File: src/rtl/core/upk_pkg.sv
// Package for the pixel art upscale kernel: widths, coefficients, codes and shared types.
// Depends on nothing; every other file of the kernel uses it.
`default_nettype none

package upk_pkg;

   // Pixel and channel widths.
   localparam int PIXEL_W = 32;
   localparam int CHAN_W  = 8;
   localparam int NUM_SUB = 9;

   // Distance arithmetic widths. Weighted sums stay within +/-313650.
   localparam int NUM_W  = 20;
   localparam int ABS_W  = 19;
   localparam int QUO_W  = 9;
   localparam int DIST_W = 11;
   localparam int THR_W  = 11;

   // Configuration port.
   localparam int CSR_INDEX_W = 2;
   localparam int CSR_DATA_W  = 11;

   typedef logic [CSR_INDEX_W-1:0] csr_index_type;

   localparam csr_index_type CSR_SCALE_MODE = 2'd0;
   localparam csr_index_type CSR_THRESHOLD  = 2'd1;

   localparam logic             MODE_2X         = 1'b0;
   localparam logic             MODE_3X         = 1'b1;
   localparam logic [THR_W-1:0] THRESHOLD_RESET = 11'd30;

   // YUV weights, scaled by 1000.
   localparam logic signed [NUM_W-1:0] COEF_Y_R = 20'sd299;
   localparam logic signed [NUM_W-1:0] COEF_Y_G = 20'sd587;
   localparam logic signed [NUM_W-1:0] COEF_Y_B = 20'sd114;
   localparam logic signed [NUM_W-1:0] COEF_U_B = 20'sd436;
   localparam logic signed [NUM_W-1:0] COEF_U_R = 20'sd147;
   localparam logic signed [NUM_W-1:0] COEF_U_G = 20'sd289;
   localparam logic signed [NUM_W-1:0] COEF_V_R = 20'sd615;
   localparam logic signed [NUM_W-1:0] COEF_V_G = 20'sd515;
   localparam logic signed [NUM_W-1:0] COEF_V_B = 20'sd100;

   // Division by 1000 as multiplication by ceil(2^28 / 1000), exact below 493999.
   localparam logic [ABS_W-1:0] RECIP_K     = 19'd268436;
   localparam int               RECIP_SHIFT = 28;

   typedef logic [PIXEL_W-1:0] pixel_type;

   // Similarity flags of the ten compared pairs.
   typedef struct packed {
      logic lr;
      logic ud;
      logic ul;
      logic ur;
      logic dl;
      logic dr;
      logic cul;
      logic cur;
      logic cdl;
      logic cdr;
   } sim_flags_type;

   // Advance enables of the four distance stages.
   typedef struct packed {
      logic s1;
      logic s2;
      logic s3;
      logic s4;
   } stage_en_type;

   // Per channel (3*e + c) / 4, alpha included.
   function automatic pixel_type blend31(input pixel_type e, input pixel_type c);
      pixel_type              res;
      logic [CHAN_W+1:0]      acc;
      res = '0;
      for (int k = 0; k < PIXEL_W / CHAN_W; k++) begin
         acc = (CHAN_W+2)'(e[k*CHAN_W +: CHAN_W]) * (CHAN_W+2)'(3)
             + (CHAN_W+2)'(c[k*CHAN_W +: CHAN_W]);
         res[k*CHAN_W +: CHAN_W] = acc[CHAN_W+1:2];
      end
      return res;
   endfunction

endpackage

`default_nettype wire

File: src/rtl/core/upk_select.sv
// Edge rule selection: builds the 2x or 3x subpixel block from the similarity flags.
// Depends on upk_pkg for the flag struct and the blend function.
`default_nettype none

module upk_select (
   input  wire                                 mode_3x,
   input  upk_pkg::sim_flags_type              flags,
   input  upk_pkg::pixel_type                  c_pix,
   input  upk_pkg::pixel_type                  u_pix,
   input  upk_pkg::pixel_type                  d_pix,
   input  upk_pkg::pixel_type                  l_pix,
   input  upk_pkg::pixel_type                  r_pix,
   output upk_pkg::pixel_type [upk_pkg::NUM_SUB-1:0] subs
);
   import upk_pkg::*;

   pixel_type blend_u, blend_d;
   pixel_type tl, tr, bl, br, tm, ml, mr, bm;
   logic      flat;

   // Corner blends and edge copies.
   assign blend_u = blend31(u_pix, c_pix);
   assign blend_d = blend31(d_pix, c_pix);
   assign flat    = flags.lr | flags.ud;

   assign tl = flags.ul ? blend_u : c_pix;
   assign tr = flags.ur ? blend_u : c_pix;
   assign bl = flags.dl ? blend_d : c_pix;
   assign br = flags.dr ? blend_d : c_pix;

   assign tm = ((flags.ul & ~flags.cur) | (flags.ur & ~flags.cul)) ? u_pix : c_pix;
   assign ml = ((flags.ul & ~flags.cdl) | (flags.dl & ~flags.cul)) ? l_pix : c_pix;
   assign mr = ((flags.ur & ~flags.cdr) | (flags.dr & ~flags.cur)) ? r_pix : c_pix;
   assign bm = ((flags.dl & ~flags.cdr) | (flags.dr & ~flags.cdl)) ? d_pix : c_pix;

   // Block placement per mode; a flat block is the center throughout (in 2x mode subs 0 to 3, the rest zero).
   always_comb begin
      subs = '0;
      if (mode_3x == MODE_3X) begin
         for (int k = 0; k < NUM_SUB; k++) begin
            subs[k] = c_pix;
         end
         if (!flat) begin
            subs[0] = tl;
            subs[1] = tm;
            subs[2] = tr;
            subs[3] = ml;
            subs[5] = mr;
            subs[6] = bl;
            subs[7] = bm;
            subs[8] = br;
         end
      end else begin
         if (flat) begin
            subs[0] = c_pix;
            subs[1] = c_pix;
            subs[2] = c_pix;
            subs[3] = c_pix;
         end else begin
            subs[0] = tl;
            subs[1] = tr;
            subs[2] = bl;
            subs[3] = br;
         end
      end
   end

endmodule

`default_nettype wire

File: config.mk
export PLATFORM = sky130hd
export DESIGN_NAME = upk_select
export DESIGN_NICKNAME = d
export VERILOG_FILES = /design/src/rtl/core/upk_pkg.sv /design/src/rtl/core/upk_select.sv
export SDC_FILE = /design/constraint.sdc
export NUM_CORES = 1
export LEC_CHECK = 0
export BUFFER_PORTS_ARGS = -buffer_cell sky130_fd_sc_hd__buf_2
export CAP_MARGIN = 25
export CORE_AREA = 2 2 180 182
export DETAILED_ROUTE_END_ITERATION = 12
export DIE_AREA = 0 0 182 184
export MAX_ROUTING_LAYER = met4
export PLACE_DENSITY = 0.6
export SLEW_MARGIN = 20
export SYNTH_ARGS = -nofsm -noshare
export SYNTH_HDL_FRONTEND = slang
export SYNTH_SLANG_ARGS = --single-unit
export TNS_END_PERCENT = 20
File: constraint.sdc
create_clock -name vclk -period 4.5
set_clock_uncertainty 0.15 [all_clocks]
set_input_delay 0.9 -clock vclk [all_inputs]
set_output_delay 0.9 -clock vclk [all_outputs]
set_load 0.05 [all_outputs]
==> key figures <==
Synthesis
  • Cells after synthesis: 1,334
  • Synth Warn #: 0
  • Dominant cell type by area after synthesis: fa_1
  • Avg Cell Area, Syn: 6.54 um^2
  • Most frequent cells after synthesis: 338 x nand2_1, 161 x a21oi_1, 92 x nor2_1, 64 x fa_1
  • Cell Area, Synth: roughly 8700 um^2
  • Syn nets: ~1,600
  • Synth top area share: 0.147
  • Largest cells by area after synthesis: fa_1 15%, nand2_1 15%, a21oi_1 9.2%
  • Count leader, synth: nand2_1
  • Number of library cell types mapped by synthesis: 73
  • Sequential area share after synthesis: 0

STA
  • Final setup vio count: 1
  • Highest clock rate: 222 MHz
  • Worst hold slack: 2040 ps
  • Rel. slew slack: 0.322
  • Tcrit/Tclk final: 1.00
  • Slew Limit Fails: 0
  • Setup_tns: -14.2 ps
  • Crit path time final: 4510 ps
  • RSZ-0062 raised after global routing: true
  • Worst Max-Slew Pin Slew: 1020 ps
  • Fin. Hold Viols: 0
  • Final worst setup slack: -14.2 ps

Final layout
  • Multi-input gate area: 8540 um^2
  • Register area: 0 um^2
  • Share of layout cells above drive strength 1: 0.412
  • CLK BUF: 0
  • Antenna fix cells: 0
  • Num sequential: 0
  • Final net count: 2,161
  • Fillers: 3,424
  • Area Growth Syn to Fin: 50.9%

Detailed routing
  • Routed WL per cell: 21.1 um
  • Total number of vias: 12,400
  • DRC: 0
  • ANT nets after route: 0
  • Initial drt markers: ~790
  • Vias per cell: 5.47
  • First-pass DRT Iterations: 5
  • Routed WL: around 48,000 um

Floorplanning
  • Die H: 184 um
  • Die area: 33,500 um^2
  • Chip Width: approximately 180 um
  • Starting Density: 0.278
  • Ports: 459
  • Core ar.: about 31,000 um^2
  • Std cell rows: 65

Flow run
  • Max-cap viol count: 0

Global route
  • Vias in the first global route: 12,000
  • Largest net degree at the start of global routing: 60
  • First-pass GRT wire length: approximately 70,000 um
  • Initial antenna violation count: 0
  • Gr usage total: 0.277
  • Grt ovf: 0

Power and ir drop
  • Peak supply drop: between 100 and 150 uV
  • PD cells: roughly 250 nW/um^2
  • Total leakage power: 0.00661 uW

Critical path
  • Worst Path Required: 3450 ps
  • CP Capture Type: primary output
  • Worst Path Arrival: 3460 ps
  • CP Launch Point: c_pix[17]
  • Cell chain of the critical path: buf_2 -> inv_1 -> fa_1 -> inv_1 -> ha_1 -> and4b_1 -> o31a_1 -> a221oi_2 -> xor2_1 -> o21ai_1 -> buf_4 -> buf_2
  • Critical Path Max Stage Delay: 440 ps
  • CP Launch Type: input pin
  • Critical path type: in -> out
  • Crit path to: subs[22]
  • Worst Path Max Fanout: 4
  • Critical path's slowest cell: fa_1

Place
  • Detailed Place HPWL: 39,400 um
  • Placer Congestion: 0.959
  • IO buf count: 459

Run status
  • Status: finished with violations
  • Violated checks: setup timing

Clock network
  • Hold_buf cts: 0

Min path
  • Min-delay worst type: in -> out
-- cell usage in the layout, fill, tap and decap left out, types with 6 or more instances in the layout --
cell and count:
a2111o_1 6, a211oi_1 8, a21o_1 19, a21oi_1 153, a21oi_2 11, a221oi_2 9
a22oi_1 11, a31oi_1 23, a32oi_1 6, and2_1 25, and3_1 39, buf_12 8
buf_2 392, buf_4 223, buf_6 9, clkbuf_4 11, fa_1 58, fa_2 6
ha_1 52, inv_1 36, mux2_2 27, mux2i_1 35, nand2_1 334, nand2b_1 6
nand3_1 11, nand4b_1 6, nor2_1 90, nor2b_1 15, nor3_1 9, o211ai_1 8
o21ai_0 42, o21ai_1 8, o21ai_2 9, o221ai_1 7, o22ai_1 12, or3_1 6
xnor2_1 16, xor2_1 10
-- worst min path at each step --
stage          startpoint         to  slack, ps  cells after the start
6_report        r_pix[11]  subs[171]       2040                      4
5_1_grt          r_pix[5]  subs[165]       2060                      4
4_1_cts         r_pix[10]  subs[170]       2050                      4
3_5_place_dp     r_pix[1]  subs[161]       2040                      4
3_3_place_gp     r_pix[7]  subs[167]       2040                      4
2_1_floorplan    c_pix[9]  subs[233]       1860                      2
-- kinds of logic (layout without fill, tap and decap cells) --
group	Yosys count	after routing	share of synthesized area
AOI/OAI and AO/OA	397	397	0.294
buffers and inverters	148	682	0.0771
adders and majority gates	120	120	0.227
and+or+nand+nor	571	571	0.290
xor gates and xnor gates	32	32	0.0321
muxes	66	66	0.0797
-- critical path, delay by kind of cell --
| kind | cells | cell delay [ps] |
|---|---|---|
| adder cells (fa/ha/maj) | 2 | 670 |
| AND/OR/NAND/NOR | 1 | 190 |
| AO/OA/AOI/OAI | 3 | 690 |
| XOR/XNOR | 1 | 350 |
| buffers and inverters | 5 | 660 |
-- report_power, final --
part	leakage (uW)	total, uW	switching, uW	internal, uW
Combinational	0.00661	3270	2130	1130
Clock	0	0	0	0
Sequential	0	0	0	0
Total	0.00661	3270	2130	1130
-- layout make-up --
class,count,share of cell area
inverters,39,0.0115
multi-input cells,1186,0.648
well taps,402,0.0382
repair buffers,643,0.302
-- repair_timing --
| action | CTS | global route |
|---|---|---|
| pin swaps | 12 | 41 |
| endpoints found under the setup margin | 65 | 93 |
| setup buffers | 3 | 3 |
| gates resized for setup | 56 | 109 |
-- metal layers --
metal  vias to the layer above  GRT usage  wire (um)
met5                         -          -          0
met4                         0     0.0665       1300
met3                        78     0.0190       3220
met2                       647      0.480      23100
met1                      5899      0.354      20400
li1                       5795          -          -
-- through the flow --
| stage | cell area [um^2] | setup slack [ps] | total power, uW | utilization | std cells |
|---|---|---|---|---|---|
| final | 13200 | -14.2 | 3270 | 0.420 | 2270 |
| after global routing | 13200 | -120 | 3470 | 0.420 | 2270 |
| after CTS | 12800 | -43.8 | 3120 | 0.408 | 2268 |
| after detailed placement | 12600 | -222 | 3040 | 0.401 | 2265 |
| after global placement | 12600 | -221 | 3010 | 0.401 | 2265 |
| after floorplan | 8840 | -365 | 2040 | - | 1334 |
No activity file was read; power rests on OpenSTA's default activity.
