## src/rtl/core/upk_pkg.sv

```systemverilog
// Package for the pixel art upscale kernel: widths, coefficients, codes and shared types.
// Depends on nothing; every other file of the kernel uses it.
`default_nettype none

package upk_pkg;

   // Pixel and channel widths.
   localparam int PIXEL_W = 32;
   localparam int CHAN_W  = 8;
   localparam int NUM_SUB = 9;

   // Distance arithmetic widths. Weighted sums stay within +/-313650.
   localparam int NUM_W  = 20;
   localparam int ABS_W  = 19;
   localparam int QUO_W  = 9;
   localparam int DIST_W = 11;
   localparam int THR_W  = 11;

   // Configuration port.
   localparam int CSR_INDEX_W = 2;
   localparam int CSR_DATA_W  = 11;

   typedef logic [CSR_INDEX_W-1:0] csr_index_type;

   localparam csr_index_type CSR_SCALE_MODE = 2'd0;
   localparam csr_index_type CSR_THRESHOLD  = 2'd1;

   localparam logic             MODE_2X         = 1'b0;
   localparam logic             MODE_3X         = 1'b1;
   localparam logic [THR_W-1:0] THRESHOLD_RESET = 11'd30;

   // YUV weights, scaled by 1000.
   localparam logic signed [NUM_W-1:0] COEF_Y_R = 20'sd299;
   localparam logic signed [NUM_W-1:0] COEF_Y_G = 20'sd587;
   localparam logic signed [NUM_W-1:0] COEF_Y_B = 20'sd114;
   localparam logic signed [NUM_W-1:0] COEF_U_B = 20'sd436;
   localparam logic signed [NUM_W-1:0] COEF_U_R = 20'sd147;
   localparam logic signed [NUM_W-1:0] COEF_U_G = 20'sd289;
   localparam logic signed [NUM_W-1:0] COEF_V_R = 20'sd615;
   localparam logic signed [NUM_W-1:0] COEF_V_G = 20'sd515;
   localparam logic signed [NUM_W-1:0] COEF_V_B = 20'sd100;

   // Division by 1000 as multiplication by ceil(2^28 / 1000), exact below 493999.
   localparam logic [ABS_W-1:0] RECIP_K     = 19'd268436;
   localparam int               RECIP_SHIFT = 28;

   typedef logic [PIXEL_W-1:0] pixel_type;

   // Similarity flags of the ten compared pairs.
   typedef struct packed {
      logic lr;
      logic ud;
      logic ul;
      logic ur;
      logic dl;
      logic dr;
      logic cul;
      logic cur;
      logic cdl;
      logic cdr;
   } sim_flags_type;

   // Advance enables of the four distance stages.
   typedef struct packed {
      logic s1;
      logic s2;
      logic s3;
      logic s4;
   } stage_en_type;

   // Per channel (3*e + c) / 4, alpha included.
   function automatic pixel_type blend31(input pixel_type e, input pixel_type c);
      pixel_type              res;
      logic [CHAN_W+1:0]      acc;
      res = '0;
      for (int k = 0; k < PIXEL_W / CHAN_W; k++) begin
         acc = (CHAN_W+2)'(e[k*CHAN_W +: CHAN_W]) * (CHAN_W+2)'(3)
             + (CHAN_W+2)'(c[k*CHAN_W +: CHAN_W]);
         res[k*CHAN_W +: CHAN_W] = acc[CHAN_W+1:2];
      end
      return res;
   endfunction

endpackage

`default_nettype wire

```

## src/rtl/core/upk_sim.sv

```systemverilog
// Four stage color similarity unit: weighted sums, magnitudes, division by 1000, compare.
// Depends on upk_pkg; advance enables come from the top level pipeline control.
`default_nettype none

module upk_sim (
   input  wire                      clock,
   input  upk_pkg::stage_en_type    en,
   input  upk_pkg::pixel_type       pix_a,
   input  upk_pkg::pixel_type       pix_b,
   input  wire [upk_pkg::THR_W-1:0] threshold,
   output logic                     similar
);
   import upk_pkg::*;

   logic signed [NUM_W-1:0] d_r, d_g, d_b;
   logic signed [NUM_W-1:0] ny_in, nu_in, nv_in, ny_ff, nu_ff, nv_ff;
   logic [ABS_W-1:0]        ay_in, au_in, av_in, ay_ff, au_ff, av_ff;
   logic [2*ABS_W-1:0]      prod_y, prod_u, prod_v;
   logic [QUO_W-1:0]        qy_in, qu_in, qv_in, qy_ff, qu_ff, qv_ff;
   logic [DIST_W-1:0]       dist_sum;
   logic                    similar_in, similar_ff;

   // Stage 1: channel differences and the three weighted sums.
   assign d_r = $signed({{(NUM_W-CHAN_W){1'b0}}, pix_a[23:16]})
              - $signed({{(NUM_W-CHAN_W){1'b0}}, pix_b[23:16]});
   assign d_g = $signed({{(NUM_W-CHAN_W){1'b0}}, pix_a[15:8]})
              - $signed({{(NUM_W-CHAN_W){1'b0}}, pix_b[15:8]});
   assign d_b = $signed({{(NUM_W-CHAN_W){1'b0}}, pix_a[7:0]})
              - $signed({{(NUM_W-CHAN_W){1'b0}}, pix_b[7:0]});

   assign ny_in = d_r * COEF_Y_R + d_g * COEF_Y_G + d_b * COEF_Y_B;
   assign nu_in = d_b * COEF_U_B - d_r * COEF_U_R - d_g * COEF_U_G;
   assign nv_in = d_r * COEF_V_R - d_g * COEF_V_G - d_b * COEF_V_B;

   // Stage 2: magnitudes. The truncated quotient magnitude equals floor(|n| / 1000).
   assign ay_in = ny_ff[NUM_W-1] ? ABS_W'(-ny_ff) : ABS_W'(ny_ff);
   assign au_in = nu_ff[NUM_W-1] ? ABS_W'(-nu_ff) : ABS_W'(nu_ff);
   assign av_in = nv_ff[NUM_W-1] ? ABS_W'(-nv_ff) : ABS_W'(nv_ff);

   // Stage 3: division by 1000 through the reciprocal.
   assign prod_y = (2*ABS_W)'(ay_ff) * (2*ABS_W)'(RECIP_K);
   assign prod_u = (2*ABS_W)'(au_ff) * (2*ABS_W)'(RECIP_K);
   assign prod_v = (2*ABS_W)'(av_ff) * (2*ABS_W)'(RECIP_K);
   assign qy_in  = prod_y[RECIP_SHIFT +: QUO_W];
   assign qu_in  = prod_u[RECIP_SHIFT +: QUO_W];
   assign qv_in  = prod_v[RECIP_SHIFT +: QUO_W];

   // Stage 4: distance and threshold compare.
   assign dist_sum   = DIST_W'({qy_ff, 1'b0}) + DIST_W'(qu_ff) + DIST_W'(qv_ff);
   assign similar_in = (dist_sum < threshold);

   always_ff @(posedge clock) begin
      if (en.s1) begin
         ny_ff <= ny_in;
         nu_ff <= nu_in;
         nv_ff <= nv_in;
      end
      if (en.s2) begin
         ay_ff <= ay_in;
         au_ff <= au_in;
         av_ff <= av_in;
      end
      if (en.s3) begin
         qy_ff <= qy_in;
         qu_ff <= qu_in;
         qv_ff <= qv_in;
      end
      if (en.s4) begin
         similar_ff <= similar_in;
      end
   end

   assign similar = similar_ff;

endmodule

`default_nettype wire

```

## config.mk

```make
export PLATFORM = sky130hd
export DESIGN_NAME = upk_sim
export DESIGN_NICKNAME = d
export VERILOG_FILES = /design/src/rtl/core/upk_pkg.sv /design/src/rtl/core/upk_sim.sv
export SDC_FILE = /design/constraint.sdc
export NUM_CORES = 2
export LEC_CHECK = 0
export ABC_AREA = 1
export BUFFER_PORTS_ARGS = -buffer_cell sky130_fd_sc_hd__buf_2
export CAP_MARGIN = 20
export CORE_MARGIN = 10
export CORE_UTILIZATION = 60
export DETAILED_ROUTE_END_ITERATION = 10
export PLACE_DENSITY = 0.81
export SLEW_MARGIN = 20
export SYNTH_ARGS = -nofsm -noshare
export SYNTH_HDL_FRONTEND = slang
export SYNTH_SLANG_ARGS = --single-unit
export TNS_END_PERCENT = 20
```

## constraint.sdc

```tcl
create_clock -name clock -period 11.5 [get_ports clock]
set_input_delay 1.15 -clock clock [delete_from_list [all_inputs] [get_ports clock]]
set_output_delay 1.15 -clock clock [all_outputs]
set_load 0.05 [all_outputs]
```

==> flow_summary.yaml <==
status:
  outcome: "finished, final reports clean"
clock_tree:
  postCtsSetupRepairBufs: 0
  insertion_delay_ns: 0.45
  cts_tree: "yes"
  clock_path_buffers: 2
  cts_resized: 0
  cts_buffers: 17
  cts.sinks: 143
  cts_hold_buf: 0
  clk_pin_slew_ns: 0.07
  root_buffer: "clkbuf_16"
  htreeDepth: 4
drt:
  drt-initial-drc-count: 1465
  drc: 0
  vias: 27100
  firstDrtPassIters: 7
  antenna_left: 0
  wirelength_um: 78900
  vias_per_cell: 5.35
  detail_route.wl_per_cell_um: 15.6
cells_and_area:
  final_cells: 5060
  fin_nets: 5666
  diodes: 0
  layout-drive-gt1-share: 0.0415
  syn_to_final_growth_pct: 5.21
yosys:
  syn-num-nets: 5579
  ys_async_sr_fraction: 0
  synth_area_leaders: "ha_1 31%, fa_1 23%, edfxtp_1 12%, inv_1 12%, nand2_1 6.3%"
  synthCells: 4187
  synth_top_area_frac: 0.311
  synthFlopType: "edfxtp_1"
  ys_types: 50
  synth_top_cell_by_area: "ha_1"
  synth.avg_cell_area_um2: 8.63
  netlist_area_um2: 36200
  synth_edf_count: 143
  yosys_warnings: 0
  ys_seq_area_frac: 0.119
  ys_seq_elements: 143
setup_path:
  rrSetupSlack_ns: 6.60
  path_class: "input pin to register"
  critPathArrivalTime_ns: 9.50
  cp_common_cell: "inv_1"
  end_kind: "register"
  crit_required_ns: 11.70
  crit_path_max_fanout: 6
  start_kind: "input pin"
  cpPeakStageDelay_ns: 0.60
  slowest_stage: "xor2_1"
global_routing:
  grt_overflow: 0
  grt_pass1_wl_um: 132000
  grt_max_degree: 60
  grt_pass1_vias: 28300
  antenna_found_initial: 0
  track_usage: 0.229
sta:
  relSlewSlack: 0.458
  tns_ns: 0
  hold_viol_final: 0
  worstMarginPinSlew_ns: 0.811
  achievable-frequency_ghz: 0.108
  rsz0062_at_grt: "no"
  fin_skew_ns: 0.0115
  setup_violations: 0
  worst_slack_ns: 2.20
  min_period_ns: 9.30
  fin_crit_sh: 0.809
  slew_viol_final: 0
placed_design:
  dp_slack_ns: 1.83
  dpl.hpwl_um: 68200
  port_buffers: 64
  dp_cells: 5028
  gp_congestion: 0.939
floorplanning:
  coreArea_um2: 59400
  start_util: 0.609
  rows: 89
  fp.dieW_um: 265
  io_pins: 81
  design.die.area_um2: 70500
  die_y_um: 265
worst_hold_path:
  hold_path_class: "register to register"
flow_run:
  maxCapViolations: 0
-- stage by stage --
step / hold WS (ns) / util / cell area, um^2
after floorplan: 0.426 / - / 36200
after global placement: 0.428 / 0.632 / 37500
after detailed placement: 0.437 / 0.632 / 37500
after CTS: 0.454 / 0.641 / 38000
after global routing: 0.468 / 0.641 / 38000
final: 0.452 / 0.641 / 38000
-- cell type report --
type                       instances  area, um^2
clock buffer                      17         425
sequential                       143        4290
clock inverter                    15         123
inverter                        1128        4240
multi-input combinational       2910       27600
tap                              773         967
timing repair buffer              74         395
fill                            4751       21300
-- registers in the layout, summed over array words and instances (netlist names) --
signal,cells
av_ff,18
nu_ff,20
nv_ff,19
qy_ff,9
au_ff,19
qv_ff,9
ny_ff,20
similar,1
ay_ff,19
qu_ff,9
-- path summary, 6_finish.rpt --
check | startpoint | endpoint | depth (start not counted)
setup reg to reg | av_ff[7] | qv_ff[0] | 17
setup / recovery | pix_a[0] | nv_ff[19] | 39
hold / removal | ny_ff[0] | ay_ff[0] | 0
hold reg to reg | ny_ff[0] | ay_ff[0] | 0
-- synthesized netlist by cell type, types with 3 or more instances --
| master | number |
|---|---|
| nand3b_1 | 7 |
| nor3_2 | 7 |
| o21ai_2 | 5 |
| o211ai_1 | 10 |
| nand4_1 | 28 |
| nor2_4 | 3 |
| nor3_1 | 31 |
| or2_1 | 3 |
| nand3_1 | 128 |
| clkbuf_1 | 3 |
| or2_2 | 7 |
| o21ai_0 | 98 |
| o21ai_1 | 7 |
| inv_2 | 10 |
| o21bai_1 | 14 |
| nand2_1 | 609 |
| nor4_1 | 10 |
| a21oi_1 | 187 |
| o21a_1 | 8 |
| fa_1 | 414 |
| inv_1 | 1116 |
| ha_1 | 898 |
| edfxtp_1 | 143 |
| xnor2_1 | 43 |
| a31oi_1 | 12 |
| xor2_1 | 117 |
| nor2_2 | 9 |
| buf_2 | 3 |
| a21boi_0 | 8 |
| a211oi_1 | 3 |
| a21o_1 | 13 |
| nand3_2 | 6 |
| nor2_1 | 193 |
| nand2_2 | 12 |
-- critical path: cells and delay by family --
kind	cells	cell delay [ns]
buf+inv	10	0.83
fa+ha+maj	13	5.04
xor+xnor	2	0.78
simple gates	11	1.15
compound gates	3	0.55
-- cell usage in the layout (no fill, tap or decap), types with 17 or more instances in the layout --
cell type     n
nor2_1      193
o21ai_0      98
nand3_1     128
buf_2        64
nor3_1       31
clkbuf_16    17
nand4_1      28
nand2_1     609
xnor2_1      43
xor2_1      117
fa_1        414
edfxtp_1    143
ha_1        898
inv_1      1116
a21oi_1     187
-- kinds of logic (layout without fill, tap and decap cells) --
group / after synthesis / after routing / share of synthesized area
xor gates and xnor gates: 160 / 160 / 0.0388
and+or+nand+nor: 1060 / 1060 / 0.125
buffers and inverters: 1134 / 1234 / 0.118
adders and majority gates: 1312 / 1312 / 0.540
DFF: 143 / 143 / 0.119
AOI/OAI and AO/OA: 378 / 378 / 0.0591
-- routing by layer --
layer | share of wire | wire length [um] | vias up | global-route usage
met5 | 0 | 0 | - | 0
met3 | 0.044 | 3490 | 163 | 0.0264
met4 | 0.039 | 3070 | 0 | 0.0926
met2 | 0.49 | 38500 | 676 | 0.405
met1 | 0.43 | 33900 | 12900 | 0.281
li1 | - | - | 13400 | -
Power is left out: the tool's default activity adds up to more than one toggle a clock period on the data nets, which glitch-free logic cannot reach.
